===== src/rtl/weighted_moving_average_defines.svh =====
// Assertion macros for the RTL, included by weighted_moving_average.sv.
// With SYNTH defined the macros expand to nothing.
`ifndef WEIGHTED_MOVING_AVERAGE_DEFINES_SVH
`define WEIGHTED_MOVING_AVERAGE_DEFINES_SVH

`ifndef SYNTH

// Property that must hold at every clock edge outside reset.
`define WMA_ASSERT(lbl, ck, rn, prop, msg) \
  lbl: assert property (@(posedge ck) disable iff (!rn) (prop)) else $error(msg);

// Condition in one cycle implies a consequence in the next cycle.
`define WMA_ASSERT_NEXT(lbl, ck, rn, cond, conseq, msg) \
  lbl: assert property (@(posedge ck) disable iff (!rn) (cond) |=> (conseq)) else $error(msg);

`else

`define WMA_ASSERT(lbl, ck, rn, prop, msg)
`define WMA_ASSERT_NEXT(lbl, ck, rn, cond, conseq, msg)

`endif

`endif


===== src/rtl/wma_pkg.sv =====
`timescale 1ns / 1ps

package wma_pkg;

  // Configuration port layout.
  localparam int CFG_IDX_BITS  = 1;
  localparam int CFG_DATA_BITS = 5;
  localparam int WL_BITS       = 5;

  localparam logic [CFG_IDX_BITS-1:0] CFG_ENABLE = 1'd0;
  localparam logic [CFG_IDX_BITS-1:0] CFG_WINDOW = 1'd1;

  localparam logic [WL_BITS-1:0] WINDOW_RESET = 5'd16;

  // Largest window the 5-bit window register can name.
  localparam int WINDOW_LIMIT = 31;

  // Width of n*(n+1) for the largest possible window.
  localparam int DEN_FULL_BITS = 10;

  // Sequencer states, one-hot.
  typedef enum logic [3:0] {
    ST_IDLE = 4'b0001,
    ST_MUL  = 4'b0010,
    ST_DIV  = 4'b0100,
    ST_PUT  = 4'b1000
  } state_t;

  // Commands from the sequencer to the accumulator.
  typedef struct packed {
    logic clear;
    logic start;
    logic full;
  } acc_cmd_t;

  // Divisor n*(n+1) of the weighted average for window length n.
  function automatic logic [DEN_FULL_BITS-1:0] window_den(input logic [WL_BITS-1:0] n);
    logic [DEN_FULL_BITS-1:0] nw;
    nw = DEN_FULL_BITS'(n);
    return DEN_FULL_BITS'(nw * (nw + DEN_FULL_BITS'(1)));
  endfunction

endpackage


===== src/rtl/wma_in_if.sv =====
`timescale 1ns / 1ps

// Input channel: one raw sample per item.
interface wma_in_if #(
  parameter int SAMPLE_BITS = 16
) ();
  logic                          valid;
  logic                          ready;
  logic signed [SAMPLE_BITS-1:0] sample;

  modport source (output valid, output sample, input ready);
  modport sink (input valid, input sample, output ready);
endinterface


===== src/rtl/wma_out_if.sv =====
`timescale 1ns / 1ps

// Result channel: one weighted average per item.
interface wma_out_if #(
  parameter int SAMPLE_BITS = 16
) ();
  logic                          valid;
  logic                          ready;
  logic signed [SAMPLE_BITS-1:0] average;

  modport source (output valid, output average, input ready);
  modport sink (input valid, input average, output ready);
endinterface


===== src/rtl/weighted_moving_average.sv =====
// Linearly weighted moving average of signed samples over the last N items,
// N taken from the window register (0 acts as 1, values above MAX_WINDOW or
// 31 saturate). The newest sample weighs N and the oldest 1; the result is
// 2*sum/(N*(N+1)) truncated toward zero, with that divisor also used while
// the window fills. An enabled item occupies the block through the
// shift-and-add weight multiply, one step per weight bit, then the
// restoring divider, one step per quotient bit, plus handover states. With
// enable low an item returns zero and leaves the window untouched. The
// result sits in an output register, so the next item is taken while it
// waits. Writing the window register empties the window; configure only
// while the block is idle.
`timescale 1ns / 1ps
`include "weighted_moving_average_defines.svh"

module weighted_moving_average #(
  parameter int MAX_WINDOW  = 16,
  parameter int SAMPLE_BITS = 16
) (
  input  logic                                 clk,
  input  logic                                 rst_n,
  wma_in_if.sink                               in_stream,
  wma_out_if.source                            out_stream,
  input  logic                                 cfg_we,
  input  logic [wma_pkg::CFG_IDX_BITS-1:0]     cfg_index,
  input  logic [wma_pkg::CFG_DATA_BITS-1:0]    cfg_data
);

  localparam int WIN_MAX   = (MAX_WINDOW < wma_pkg::WINDOW_LIMIT) ?
                             MAX_WINDOW : wma_pkg::WINDOW_LIMIT;
  localparam int ADDR_BITS = $clog2(WIN_MAX);
  localparam int FILL_BITS = $clog2(WIN_MAX + 1);
  localparam int DEN_BITS  = $clog2(WIN_MAX * (WIN_MAX + 1) + 1);
  localparam int WT_BITS   = SAMPLE_BITS + $clog2(WIN_MAX * (WIN_MAX + 1));
  localparam int PT_BITS   = SAMPLE_BITS + $clog2(WIN_MAX + 1);

  wma_pkg::state_t                state_r, state_nxt;
  logic                           enable_r, enable_nxt;
  logic [wma_pkg::WL_BITS-1:0]    wl_r, wl_nxt;
  logic [FILL_BITS-1:0]           fill_r, fill_nxt;
  logic [ADDR_BITS-1:0]           head_r, head_nxt;
  logic                           zero_r, zero_nxt;
  logic                           out_valid_r, out_valid_nxt;
  logic signed [SAMPLE_BITS-1:0]  out_avg_r, out_avg_nxt;

  logic [wma_pkg::WL_BITS-1:0]    n_act;
  logic [DEN_BITS-1:0]            den;
  logic                           full;
  logic                           accept;
  logic                           out_free;
  logic [ADDR_BITS-1:0]           head_step;
  logic [ADDR_BITS-1:0]           store_addr;
  logic [wma_pkg::WL_BITS-1:0]    factor;
  logic                           store_we;
  logic [SAMPLE_BITS-1:0]         oldest;
  wma_pkg::acc_cmd_t              acc_cmd;
  logic                           acc_done;
  logic signed [WT_BITS-1:0]      weighted;
  logic                           div_start;
  logic                           div_done;
  logic signed [SAMPLE_BITS-1:0]  quotient;

  // Effective window length and the divisor that goes with it.
  always_comb begin
    if (wl_r == '0) begin
      n_act = wma_pkg::WL_BITS'(1);
    end else if (32'(wl_r) > WIN_MAX) begin
      n_act = wma_pkg::WL_BITS'(WIN_MAX);
    end else begin
      n_act = wl_r;
    end
    den = DEN_BITS'(wma_pkg::window_den(n_act));
  end

  // Ring addressing: while filling, write at the fill count; once full,
  // the oldest entry sits at head and is replaced by the new sample.
  assign full       = (32'(fill_r) == 32'(n_act));
  assign head_step  = (32'(head_r) + 32'd1 == 32'(n_act)) ? '0 : head_r + 1'b1;
  assign store_addr = full ? head_r : ADDR_BITS'(fill_r);
  assign factor     = full ? n_act : wma_pkg::WL_BITS'(fill_r) + wma_pkg::WL_BITS'(1);

  assign in_stream.ready = (state_r == wma_pkg::ST_IDLE);
  assign accept          = in_stream.valid && in_stream.ready;
  assign out_free        = !out_valid_r || out_stream.ready;

  // Sequencer, configuration writes and the output register.
  always_comb begin
    state_nxt     = state_r;
    enable_nxt    = enable_r;
    wl_nxt        = wl_r;
    fill_nxt      = fill_r;
    head_nxt      = head_r;
    zero_nxt      = zero_r;
    out_valid_nxt = out_valid_r;
    out_avg_nxt   = out_avg_r;
    acc_cmd       = '0;
    div_start     = 1'b0;
    store_we      = 1'b0;

    if (cfg_we) begin
      case (cfg_index)
        wma_pkg::CFG_ENABLE: begin
          enable_nxt = cfg_data[0];
        end
        wma_pkg::CFG_WINDOW: begin
          wl_nxt        = cfg_data;
          fill_nxt      = '0;
          head_nxt      = '0;
          acc_cmd.clear = 1'b1;
        end
        default: begin
        end
      endcase
    end

    if (out_valid_r && out_stream.ready) begin
      out_valid_nxt = 1'b0;
    end

    case (state_r)
      wma_pkg::ST_IDLE: begin
        if (accept) begin
          if (enable_r) begin
            acc_cmd.start = 1'b1;
            acc_cmd.full  = full;
            store_we      = 1'b1;
            if (full) begin
              head_nxt = head_step;
            end else begin
              fill_nxt = fill_r + 1'b1;
            end
            zero_nxt  = 1'b0;
            state_nxt = wma_pkg::ST_MUL;
          end else begin
            zero_nxt  = 1'b1;
            state_nxt = wma_pkg::ST_PUT;
          end
        end
      end
      wma_pkg::ST_MUL: begin
        if (acc_done) begin
          div_start = 1'b1;
          state_nxt = wma_pkg::ST_DIV;
        end
      end
      wma_pkg::ST_DIV: begin
        if (div_done) begin
          state_nxt = wma_pkg::ST_PUT;
        end
      end
      wma_pkg::ST_PUT: begin
        if (out_free) begin
          out_valid_nxt = 1'b1;
          out_avg_nxt   = zero_r ? '0 : quotient;
          state_nxt     = wma_pkg::ST_IDLE;
        end
      end
      default: begin
        state_nxt = wma_pkg::ST_IDLE;
      end
    endcase
  end

  always_ff @(posedge clk) begin
    if (!rst_n) begin
      state_r     <= wma_pkg::ST_IDLE;
      enable_r    <= 1'b0;
      wl_r        <= wma_pkg::WINDOW_RESET;
      fill_r      <= '0;
      head_r      <= '0;
      zero_r      <= 1'b0;
      out_valid_r <= 1'b0;
    end else begin
      state_r     <= state_nxt;
      enable_r    <= enable_nxt;
      wl_r        <= wl_nxt;
      fill_r      <= fill_nxt;
      head_r      <= head_nxt;
      zero_r      <= zero_nxt;
      out_valid_r <= out_valid_nxt;
    end
  end

  always_ff @(posedge clk) begin
    out_avg_r <= out_avg_nxt;
  end

  assign out_stream.valid   = out_valid_r;
  assign out_stream.average = out_avg_r;

  // Held samples; the oldest is read on the accepting cycle.
  wma_store #(
    .DEPTH     (WIN_MAX),
    .WIDTH     (SAMPLE_BITS),
    .ADDR_BITS (ADDR_BITS)
  ) u_store (
    .clk     (clk),
    .wr_en   (store_we),
    .wr_addr (store_addr),
    .wr_data (in_stream.sample),
    .rd_en   (accept),
    .rd_addr (head_r),
    .rd_data (oldest)
  );

  wma_acc #(
    .SAMPLE_BITS (SAMPLE_BITS),
    .WT_BITS     (WT_BITS),
    .PT_BITS     (PT_BITS)
  ) u_acc (
    .clk      (clk),
    .rst_n    (rst_n),
    .cmd      (acc_cmd),
    .sample   (in_stream.sample),
    .factor   (factor),
    .oldest   (oldest),
    .done     (acc_done),
    .weighted (weighted)
  );

  wma_div #(
    .SAMPLE_BITS (SAMPLE_BITS),
    .WT_BITS     (WT_BITS),
    .DEN_BITS    (DEN_BITS)
  ) u_div (
    .clk      (clk),
    .rst_n    (rst_n),
    .start    (div_start),
    .dividend (weighted),
    .divisor  (den),
    .done     (div_done),
    .quotient (quotient)
  );

  // Checks on the window bookkeeping and the sequencer handover.
  `WMA_ASSERT(a_fill_in_window, clk, rst_n, 32'(fill_r) <= 32'(n_act), "fill count beyond window")
  `WMA_ASSERT(a_head_in_window, clk, rst_n, 32'(head_r) < 32'(n_act), "ring head beyond window")
  `WMA_ASSERT(a_acc_done_in_mul, clk, rst_n, acc_done |-> state_r == wma_pkg::ST_MUL, "stray multiply done")
  `WMA_ASSERT(a_div_done_in_div, clk, rst_n, div_done |-> state_r == wma_pkg::ST_DIV, "stray divide done")
  `WMA_ASSERT_NEXT(a_enabled_item_starts, clk, rst_n, accept && enable_r, state_r == wma_pkg::ST_MUL, "enabled item did not start")

endmodule


===== src/rtl/wma_store.sv =====
`timescale 1ns / 1ps

// Sample ring buffer: one write port and one registered read port.
module wma_store #(
  parameter int DEPTH     = 16,
  parameter int WIDTH     = 16,
  parameter int ADDR_BITS = 4
) (
  input  logic                 clk,
  input  logic                 wr_en,
  input  logic [ADDR_BITS-1:0] wr_addr,
  input  logic [WIDTH-1:0]     wr_data,
  input  logic                 rd_en,
  input  logic [ADDR_BITS-1:0] rd_addr,
  output logic [WIDTH-1:0]     rd_data
);

  logic [WIDTH-1:0] mem_r [DEPTH];
  logic [WIDTH-1:0] rd_data_r;

  // A read and a write to the same entry return the old contents.
  always_ff @(posedge clk) begin
    if (wr_en) begin
      mem_r[wr_addr] <= wr_data;
    end
    if (rd_en) begin
      rd_data_r <= mem_r[rd_addr];
    end
  end

  assign rd_data = rd_data_r;

endmodule


===== src/rtl/wma_acc.sv =====
`timescale 1ns / 1ps

// Running totals of the window. The new sample is multiplied by its weight
// with a shift-and-add loop, one bit of the weight per cycle.
module wma_acc #(
  parameter int SAMPLE_BITS = 16,
  parameter int WT_BITS     = 26,
  parameter int PT_BITS     = 21
) (
  input  logic                                 clk,
  input  logic                                 rst_n,
  input  wma_pkg::acc_cmd_t                    cmd,
  input  logic signed [SAMPLE_BITS-1:0]        sample,
  input  logic [wma_pkg::WL_BITS-1:0]          factor,
  input  logic signed [SAMPLE_BITS-1:0]        oldest,
  output logic                                 done,
  output logic signed [WT_BITS-1:0]            weighted
);

  localparam int CNT_BITS = $clog2(wma_pkg::WL_BITS + 1);

  logic signed [WT_BITS-1:0]         wt_r, wt_nxt;
  logic signed [PT_BITS-1:0]         pt_r, pt_nxt;
  logic signed [WT_BITS-1:0]         acc_r, acc_nxt;
  logic signed [WT_BITS-1:0]         mcand_r, mcand_nxt;
  logic [wma_pkg::WL_BITS-1:0]       mplier_r, mplier_nxt;
  logic [CNT_BITS-1:0]               cnt_r, cnt_nxt;
  logic                              full_r, full_nxt;
  logic                              done_r, done_nxt;
  logic signed [PT_BITS-1:0]         old_term;
  logic signed [PT_BITS-1:0]         new_term;

  always_comb begin
    wt_nxt     = wt_r;
    pt_nxt     = pt_r;
    acc_nxt    = acc_r;
    mcand_nxt  = mcand_r;
    mplier_nxt = mplier_r;
    cnt_nxt    = cnt_r;
    full_nxt   = full_r;
    done_nxt   = 1'b0;
    // In the first step the multiplicand still holds the plain sample.
    new_term   = PT_BITS'(mcand_r);
    old_term   = full_r ? PT_BITS'(oldest) : '0;

    if (cmd.clear) begin
      wt_nxt  = '0;
      pt_nxt  = '0;
      cnt_nxt = '0;
    end else if (cmd.start) begin
      // A full window first loses one weight step on every held sample.
      acc_nxt    = cmd.full ? (wt_r - WT_BITS'(pt_r)) : wt_r;
      mcand_nxt  = WT_BITS'(sample);
      mplier_nxt = factor;
      full_nxt   = cmd.full;
      cnt_nxt    = CNT_BITS'(wma_pkg::WL_BITS);
    end else if (cnt_r != '0) begin
      if (mplier_r[0]) begin
        acc_nxt = acc_r + mcand_r;
      end
      mcand_nxt  = mcand_r <<< 1;
      mplier_nxt = mplier_r >> 1;
      cnt_nxt    = cnt_r - 1'b1;
      // The plain total takes the new sample and drops the oldest one.
      if (cnt_r == CNT_BITS'(wma_pkg::WL_BITS)) begin
        pt_nxt = pt_r - old_term + new_term;
      end
      if (cnt_r == CNT_BITS'(1)) begin
        wt_nxt   = acc_nxt;
        done_nxt = 1'b1;
      end
    end
  end

  always_ff @(posedge clk) begin
    if (!rst_n) begin
      wt_r   <= '0;
      pt_r   <= '0;
      cnt_r  <= '0;
      full_r <= 1'b0;
      done_r <= 1'b0;
    end else begin
      wt_r   <= wt_nxt;
      pt_r   <= pt_nxt;
      cnt_r  <= cnt_nxt;
      full_r <= full_nxt;
      done_r <= done_nxt;
    end
  end

  always_ff @(posedge clk) begin
    acc_r    <= acc_nxt;
    mcand_r  <= mcand_nxt;
    mplier_r <= mplier_nxt;
  end

  assign done     = done_r;
  assign weighted = wt_r;

endmodule


===== src/rtl/wma_div.sv =====
`timescale 1ns / 1ps

// Restoring divider for 2*weighted / (n*(n+1)), one quotient bit per cycle.
// The quotient is truncated toward zero.
module wma_div #(
  parameter int SAMPLE_BITS = 16,
  parameter int WT_BITS     = 26,
  parameter int DEN_BITS    = 10
) (
  input  logic                          clk,
  input  logic                          rst_n,
  input  logic                          start,
  input  logic signed [WT_BITS-1:0]     dividend,
  input  logic [DEN_BITS-1:0]           divisor,
  output logic                          done,
  output logic signed [SAMPLE_BITS-1:0] quotient
);

  localparam int CNT_BITS = $clog2(SAMPLE_BITS + 1);

  logic [DEN_BITS-1:0]    rem_r, rem_nxt;
  logic [SAMPLE_BITS-1:0] quo_r, quo_nxt;
  logic [DEN_BITS-1:0]    den_r, den_nxt;
  logic                   neg_r, neg_nxt;
  logic [CNT_BITS-1:0]    cnt_r, cnt_nxt;
  logic                   done_r, done_nxt;
  logic [WT_BITS-1:0]     twice;
  logic [WT_BITS-1:0]     mag;
  logic [DEN_BITS:0]      trial;
  logic [DEN_BITS:0]      trial_diff;
  logic                   fits;

  always_comb begin
    twice      = {dividend[WT_BITS-2:0], 1'b0};
    mag        = dividend[WT_BITS-1] ? (~twice + 1'b1) : twice;
    trial      = {rem_r, quo_r[SAMPLE_BITS-1]};
    trial_diff = trial - {1'b0, den_r};
    fits       = (trial >= {1'b0, den_r});

    rem_nxt  = rem_r;
    quo_nxt  = quo_r;
    den_nxt  = den_r;
    neg_nxt  = neg_r;
    cnt_nxt  = cnt_r;
    done_nxt = 1'b0;

    if (start) begin
      // The quotient fits in SAMPLE_BITS, so the upper part is below the divisor.
      rem_nxt = DEN_BITS'(mag[WT_BITS-1:SAMPLE_BITS]);
      quo_nxt = mag[SAMPLE_BITS-1:0];
      den_nxt = divisor;
      neg_nxt = dividend[WT_BITS-1];
      cnt_nxt = CNT_BITS'(SAMPLE_BITS);
    end else if (cnt_r != '0) begin
      // Dividend bits leave the top of quo_r while quotient bits enter below.
      rem_nxt = fits ? trial_diff[DEN_BITS-1:0] : trial[DEN_BITS-1:0];
      quo_nxt = {quo_r[SAMPLE_BITS-2:0], fits};
      cnt_nxt = cnt_r - 1'b1;
      if (cnt_r == CNT_BITS'(1)) begin
        done_nxt = 1'b1;
      end
    end
  end

  always_ff @(posedge clk) begin
    if (!rst_n) begin
      cnt_r  <= '0;
      done_r <= 1'b0;
    end else begin
      cnt_r  <= cnt_nxt;
      done_r <= done_nxt;
    end
  end

  always_ff @(posedge clk) begin
    rem_r <= rem_nxt;
    quo_r <= quo_nxt;
    den_r <= den_nxt;
    neg_r <= neg_nxt;
  end

  assign done     = done_r;
  assign quotient = neg_r ? (~quo_r + 1'b1) : quo_r;

endmodule

===== src/flat_wrapper.sv =====
// flat-port wrapper written by rule: the top's interface ports become plain ports
module weighted_moving_average_flat 
#(
  parameter int MAX_WINDOW  = 16,
  parameter int SAMPLE_BITS = 16
)
  (clk, rst_n, cfg_we, cfg_index, cfg_data, in_stream_valid, in_stream_sample, in_stream_ready, out_stream_valid, out_stream_average, out_stream_ready);
  wma_in_if #(.SAMPLE_BITS(SAMPLE_BITS)) in_stream_i ();
  wma_out_if #(.SAMPLE_BITS(SAMPLE_BITS)) out_stream_i ();
  input  logic clk;
  input  logic rst_n;
  input  logic cfg_we;
  input  logic [wma_pkg::CFG_IDX_BITS-1:0] cfg_index;
  input  logic [wma_pkg::CFG_DATA_BITS-1:0] cfg_data;
  input wire logic [$bits(in_stream_i.valid)-1:0] in_stream_valid;
  input wire logic [$bits(in_stream_i.sample)-1:0] in_stream_sample;
  output wire logic [$bits(in_stream_i.ready)-1:0] in_stream_ready;
  output wire logic [$bits(out_stream_i.valid)-1:0] out_stream_valid;
  output wire logic [$bits(out_stream_i.average)-1:0] out_stream_average;
  input wire logic [$bits(out_stream_i.ready)-1:0] out_stream_ready;
  assign in_stream_i.valid = in_stream_valid;
  assign in_stream_i.sample = in_stream_sample;
  assign in_stream_ready = in_stream_i.ready;
  assign out_stream_valid = out_stream_i.valid;
  assign out_stream_average = out_stream_i.average;
  assign out_stream_i.ready = out_stream_ready;
  weighted_moving_average #(.MAX_WINDOW(MAX_WINDOW), .SAMPLE_BITS(SAMPLE_BITS)) u_core (.clk(clk), .rst_n(rst_n), .in_stream(in_stream_i), .out_stream(out_stream_i), .cfg_we(cfg_we), .cfg_index(cfg_index), .cfg_data(cfg_data));
endmodule

===== config.mk =====
export PLATFORM = sky130hd
export DESIGN_NAME = weighted_moving_average_flat
export DESIGN_NICKNAME = d
export VERILOG_FILES = /design/src/rtl/wma_pkg.sv /design/src/rtl/wma_in_if.sv /design/src/rtl/wma_out_if.sv /design/src/rtl/weighted_moving_average.sv /design/src/rtl/wma_store.sv /design/src/rtl/wma_acc.sv /design/src/rtl/wma_div.sv /design/src/flat_wrapper.sv
export VERILOG_INCLUDE_DIRS = /design/src /design/src/rtl
export SDC_FILE = /design/constraint.sdc
export NUM_CORES = 1
export LEC_CHECK = 0
export ABC_AREA = 1
export BUFFER_PORTS_ARGS = -buffer_cell sky130_fd_sc_hd__buf_4
export CORE_UTILIZATION = 49
export CTS_CLUSTER_SIZE = 28
export DETAILED_ROUTE_END_ITERATION = 12
export SYNTH_ARGS = -nofsm -noshare
export SYNTH_HDL_FRONTEND = slang
export SYNTH_HIERARCHICAL = 1
export SYNTH_SLANG_ARGS = --single-unit
export TNS_END_PERCENT = 1

===== constraint.sdc =====
create_clock -name clk -period 5.7 [get_ports clk]
set_input_delay 1.14 -clock clk [delete_from_list [all_inputs] [get_ports clk]]
set_output_delay 1.14 -clock clk [all_outputs]
set_load 0.01 [all_outputs]

==> impl_metrics.yaml, run 1 <==
status:
  status: "complete, no violations"
cts:
  cts_tree: "yes"
  ctsResizeCount: 0
  clock-sinks: 456
  post-cts-setup-buffers: 0
  htreeDepth: 2
  cts_made_buffers: 51
  clock_latency_ns: 0.62
  hold_buffers: 0
  clock_path_buffers: 3
  cts_root_buffer: "clkbuf_16"
  clk_pin_slew_ns: 0.06
synth:
  synth_area_leaders: "edfxtp_1 41%, nand2_1 13%, inv_1 8.8%, nand3_1 6.7%, dfxtp_1 5.6%"
  synth_area_um2: 27900
  yosysWarnings: 6
  syn_inst: 3496
  yosys.area.top_type: "edfxtp_1"
  synth-edff-count: 378
  avgSynthCellArea_um2: 7.97
  synth_ff_type: "edfxtp_1"
  yosysUniqueCellTypes: 55
  synth_seq_area_share: 0.464
  synth_top_area_share: 0.408
  synth_seq_cells: 456
  async_flop_share: 0
route:
  routed_via_density: 5.19
  vias: 22415
  first_iter_violations: 1700
  ant_nets: 0
  drc: 0
  first_pass_iters: 5
  avgRoutedWirePerCell_um: 17.5
  wl_um: 75700
setup_path:
  crit_path_start_kind: "register"
  worstPathRequired_ns: 6.06
  cp-end-kind: "register"
  setup.worst_path.class: "reg -> reg"
  r2r_setup_slack_ns: 1.15
  arrival_ns: 4.91
  cp_max_fo: 8
floorplan:
  die_w_um: 240
  core.rowCount: 87
  core-area_um2: 56300
  io_pins: 45
  die_area_um2: 57800
  die_height_um: 240
  initial_core_util: 0.495
grt:
  grt_pass1_wl_um: 118000
  grt_pass1_vias: 21088
  use_met1: 0.350
  antenna_found_initial: 0
  use_met2: 0.455
  grt_max_degree: 86
  top_usage_layer: "met2"
  grt_usage: 0.264
  grt_overflow: 0
  use_met3: 0.0319
sta:
  relSlewSlack: 0.350
  grt_setup_unrepaired: "false"
  period_minus_slack_ns: 4.55
  finalHoldViolations: 0
  skew_ns: 0.0429
  setup_violations: 0
  slew_violations: 0
  fin_crit_sh: 0.798
  fin_tns_setup_ns: 0
  worstMarginPinSlew_ns: 0.976
  timing.fmax_mhz: 220
layout:
  nets: 3692
  syn_to_final_growth_pct: 9.36
  final_cell_mix: "999 x nand2_1, 652 x inv_1, 378 x edfxtp_1"
  layout_commonest_cell: "nand2_1"
  layout-drive-gt1-share: 0.0687
  antennaDiodeCount: 0
  final_core_util: 0.541
power_and_ir_drop:
  power_leakage_nw: 14.4
  power.density_nw_per_um2: 480
  peakVddDrop_v: 0.000269
place:
  port_buffers: 44
  routabilityCongestion: 0.938
  dp_hpwl_um: 54900
worst_hold_path:
  hold_class: "reg -> reg"
job:
  cap_violations: 0
==> routing by layer <==
| layer | share of wire | wire length, um | vias up |
|---|---|---|---|
| met3 | 0.043 | 3250 | 112 |
| met2 | 0.49 | 36900 | 538 |
| met1 | 0.45 | 33800 | 10526 |
| met4 | 0.023 | 1750 | 0 |
| li1 | - | - | 11239 |
| met5 | 0 | 0 | - |
==> where the power goes <==
group | leakage [nW] | internal [mW] | total [mW] | switching (mW)
registers | 4.09 | 4.27 | 4.61 | 0.338
clock network | 0.810 | 1.83 | 3.22 | 1.39
logic | 9.50 | 2.25 | 6.79 | 4.54
==> logic make-up (layout without fill, tap and decap cells) <==
group | count (synthesis) | after routing | share of synthesized area
AOI/OAI and AO/OA | 330 | 330 | 0.0649
muxes | 2 | 2 | 0.000719
adders and majority gates | 141 | 141 | 0.0725
xor gates and xnor gates | 58 | 58 | 0.0182
DFF | 456 | 456 | 0.464
other | 2 | 4 | 0.000270
and+or+nand+nor | 1737 | 1737 | 0.268
buffers and inverters | 770 | 838 | 0.111
==> critical path, cell delays in order (launching register included) <==
cell     delay (ns)
dfxtp_1        0.36
nor2_2         0.17
nand2_2        0.08
nand2_4        0.10
nand2_2        0.13
inv_1          0.11
ha_1           0.17
inv_1          0.05
ha_1           0.33
nor2_1         0.17
fa_1           0.46
fa_1           0.54
inv_1          0.05
fa_1           0.52
inv_1          0.04
ha_1           0.33
nand2_1        0.06
o21ai_0        0.25
nand2_1        0.09
nand2_1        0.07
a21oi_1        0.07
xnor2_1        0.13
==> Yosys cell counts (15+ instances only) <==
library cell / instances
nor2_1: 224
xor2_1: 34
xnor2_1: 24
clkbuf_1: 40
ha_1: 107
o211ai_1: 15
nand2_1: 999
edfxtp_1: 378
nand3b_1: 16
nand4_1: 36
nand2_2: 28
inv_1: 654
o21ai_0: 109
nand3_1: 375
buf_4: 22
o21ai_1: 21
fa_1: 34
buf_2: 31
dfxtp_1: 78
a21oi_1: 145
==> worst paths after layout <==
check,cells after the start,end,start
setup / recovery,21,u_core/u_div/den_r[8],u_core/wl_r[1]
hold / removal,2,u_core/u_acc/cnt_r[0],u_core/u_acc/cnt_r[0]
setup reg to reg,21,u_core/u_div/den_r[8],u_core/wl_r[1]
hold reg to reg,2,u_core/u_acc/cnt_r[0],u_core/u_acc/cnt_r[0]
==> stage by stage <==
stage	cells	setup slack [ns]	hold WS [ns]	instance area [um^2]	power (mW)
floorplan	3498	1.46	0.458	27900	9.60
global placement	4227	1.15	0.477	28800	11.3
detailed placement	4227	1.17	0.483	28800	11.4
CTS	4322	1.14	0.491	30500	14.7
global route	4322	0.879	0.524	30500	15.7
finish	4322	1.15	0.495	30500	14.6
==> flip-flops by register name, summed over array words and instances (netlist names), 3 cells and up <==
| name | count |
|---|---|
| u_core/u_store/mem_r | 256 |
| u_core/u_acc/acc_r | 25 |
| u_core/u_acc/mcand_r | 25 |
| u_core/u_acc/weighted | 25 |
| u_core/u_acc/pt_r | 21 |
| u_core/out_stream.average | 16 |
| u_core/u_div/quo_r | 16 |
| u_core/u_store/rd_data | 16 |
| u_core/u_div/den_r | 9 |
| u_core/u_div/rem_r | 9 |
| u_core/fill_r | 5 |
| u_core/u_acc/mplier_r | 5 |
| u_core/u_div/cnt_r | 5 |
| u_core/wl_r | 5 |
| u_core/head_r | 4 |
| u_core/state_r | 4 |
| u_core/u_acc/cnt_r | 3 |
==> layout make-up <==
| cell class | count | area (um^2) |
|---|---|---|
| Inverter | 663 | 2490 |
| Timing Repair Buffer | 80 | 601 |
| Tap cell | 756 | 946 |
| Fill cell | 5376 | 25800 |
| Sequential cell | 456 | 12900 |
| Clock inverter | 31 | 294 |
| Multi-Input combinational cell | 2272 | 11900 |
| Clock buffer | 64 | 1350 |
Note: power is estimated with default switching activity, not from simulation.
==> inputs of run 2 (changes only) <==
==> constraint.sdc (replaced) <==
create_clock -name clk -period 4.6 [get_ports clk]
set_input_delay 0.92 -clock clk [delete_from_list [all_inputs] [get_ports clk]]
set_output_delay 0.92 -clock clk [all_outputs]
set_load 0.01 [all_outputs]
==> run 2 against run 1 <==
Clock skew shrank 0.0051 ns. Flip-flop and latch count is the same. Sequential power grew 24%. Via count grew 0.41%. Cell count grew 0.21%. Register-to-register slack lost 0.82 ns. Critical path type unchanged. Critical endpoint unchanged.
==> impl_metrics.yaml, run 2 (same netlist as run 1, synthesis figures left out) <==
setup_path:
  crit_family: "adder cells"
  crit_path_max_incr_delay_ns: 0.54
  crit_chain: "nor2_2, nand2_2, nand2_4, nand2_2, inv_1, ha_1, inv_1, ha_1, nor2_2, fa_1, fa_1, inv_1, fa_1, inv_1, ha_1, a21oi_1, o21ai_1, nand2_1, nand2_1, a21oi_2, xnor2_1"
  r2r-end: "u_core/u_div/den_r[8]"
  cp-end-kind: "register"
  reg2reg_depth: 21
  r2r_setup_slack_ns: 0.33
  worstPathRequired_ns: 4.95
  crit_path_start_kind: "register"
  cp_max_fo: 7
  arrival_ns: 4.62
  setup.worst_path.class: "reg -> reg"
  crit_top_cell: "inv_1"
  crit_slowest_cell: "fa_1"
  path_buf_inv: 4
  r2r_start: "u_core/wl_r[0]"
worst_hold_path:
  worstHoldEndpoint: "u_core/u_acc/cnt_r[0]"
  hp-start: "u_core/u_acc/cnt_r[0]"
  whs_path_depth: 2
  hold_class: "reg -> reg"
sta:
  timing.fmax_mhz: 234
  setup_violations: 0
  fin_tns_setup_ns: 0
  fin_crit_sh: 0.927
  hold_ws_ns: 0.495
  skew_ns: 0.0378
  slew_violations: 0
  worstMarginPinSlew_ns: 0.963
  grt_setup_unrepaired: "false"
  finalHoldViolations: 0
  relSlewSlack: 0.357
  period_minus_slack_ns: 4.27
cts:
  clock_path_buffers: 3
  clock-sinks: 456
  clk_pin_slew_ns: 0.06
  cts_made_buffers: 52
  htreeDepth: 2
  cts_tree: "yes"
  cts_root_buffer: "clkbuf_16"
  clock_latency_ns: 0.61
place:
  port_buffers: 44
  place_area_um2: 28900
  dp_hpwl_um: 54800
  routabilityCongestion: 0.939
layout:
  antennaDiodeCount: 0
  syn_to_final_growth_pct: 9.80
  layout-drive-gt1-share: 0.0705
  layout_commonest_cell: "nand2_1"
  largest-register: "u_core/u_store/mem_r"
  nets: 3702
  finalInstanceArea_um2: 30600
  final_cell_mix: "999 x nand2_1, 653 x inv_1, 378 x edfxtp_1"
  largest_reg_flops: 256
route:
  first_iter_violations: 1489
  ant_nets: 0
  wl_um: 75300
  vias: 22508
  avgRoutedWirePerCell_um: 17.4
  routed_via_density: 5.20
  drc: 0
  first_pass_iters: 7
grt:
  grt_usage: 0.265
  grt_overflow: 0
  grt_pass1_wl_um: 118000
  grt_pass1_vias: 21522
  antenna_found_initial: 0
  grt_max_degree: 87
floorplan:
  die_height_um: 240
  die_area_um2: 57800
  io_pins: 45
  core.rowCount: 87
  die_w_um: 240
  core-area_um2: 56300
  initial_core_util: 0.495
job:
  cap_violations: 0
power_and_ir_drop:
  peakVddDrop_v: 0.000399
  power_leakage_nw: 14.5
  power.density_nw_per_um2: 595
status:
  status: "complete, no violations"
## run 2: changes by cell type in the layout (fill, tap and decap cells not counted), moves of 2 or more
cell,before,now
clkinv_4,4,0
clkinv_2,15,13
buf_12,0,2
clkinv_1,7,9
buf_4,80,87
## run 2: worst max path at each step
| stage | from | to | slack (ns) | depth (start not counted) |
|---|---|---|---|---|
| after CTS | u_core/wl_r[4] | u_core/u_div/den_r[8] | 0.19 | 19 |
| after floorplan | u_core/wl_r[1] | u_core/u_div/den_r[8] | 0.36 | 21 |
| after global placement | u_core/wl_r[0] | u_core/u_div/den_r[8] | 0.20 | 21 |
| after global routing | u_core/wl_r[0] | u_core/u_div/den_r[8] | 0.004 | 21 |
| after detailed placement | u_core/wl_r[0] | u_core/u_div/den_r[8] | 0.21 | 21 |
| final | u_core/wl_r[0] | u_core/u_div/den_r[8] | 0.33 | 21 |
## run 2: per-stage QoR
| step | setup slack (ns) | total power, mW | util | instances |
|---|---|---|---|---|
| floorplan | 0.359 | 11.9 | - | 3498 |
| global placement | 0.201 | 14.0 | 0.514 | 4236 |
| detailed placement | 0.210 | 14.1 | 0.514 | 4236 |
| CTS | 0.193 | 18.3 | 0.543 | 4331 |
| global route | 0.00433 | 19.6 | 0.543 | 4331 |
| finish | 0.334 | 18.2 | 0.543 | 4331 |
## run 2: tightest hold or removal path, delay by kind of cell, from the launching register on
kind	cells	cell delay [ns]
AO/OA/AOI/OAI	1	0.05
flip-flops	1	0.32
AND/OR/NAND/NOR	1	0.07
## run 2: per-layer routing
metal / up-vias / global-route usage / routed length (um) / part of all wire
met2: 581 / 0.452 / 36300 / 0.48
li1: 11250 / - / - / -
met4: 0 / 0.0932 / 2390 / 0.032
met3: 127 / 0.0343 / 3560 / 0.047
met5: - / 0 / 0 / 0
met1: 10550 / 0.344 / 33100 / 0.44
## run 2: what timing repair did
action,in CTS,in global routing
resized for setup,0,3
hold endpoints to repair,0,0
hold buffers,0,0
buffers inserted,0,0
setup endpoints to repair,0,1
## run 2: report_power, final
group	internal, mW	total (mW)	switching, mW	leakage [nW]
Sequential	5.29	5.73	0.443	4.09
Clock	2.36	4.06	1.70	0.823
Combinational	2.81	8.41	5.61	9.56
Total	10.5	18.2	7.75	14.5
## run 2: final cells by class
cell class,instances,area (um^2)
fill,5220,25700
timing repair buffer,89,693
clock inverter,28,275
tap,756,946
clock buffer,67,1390
multi-input combinational,2272,11900
inverter,663,2490
sequential,456,12900
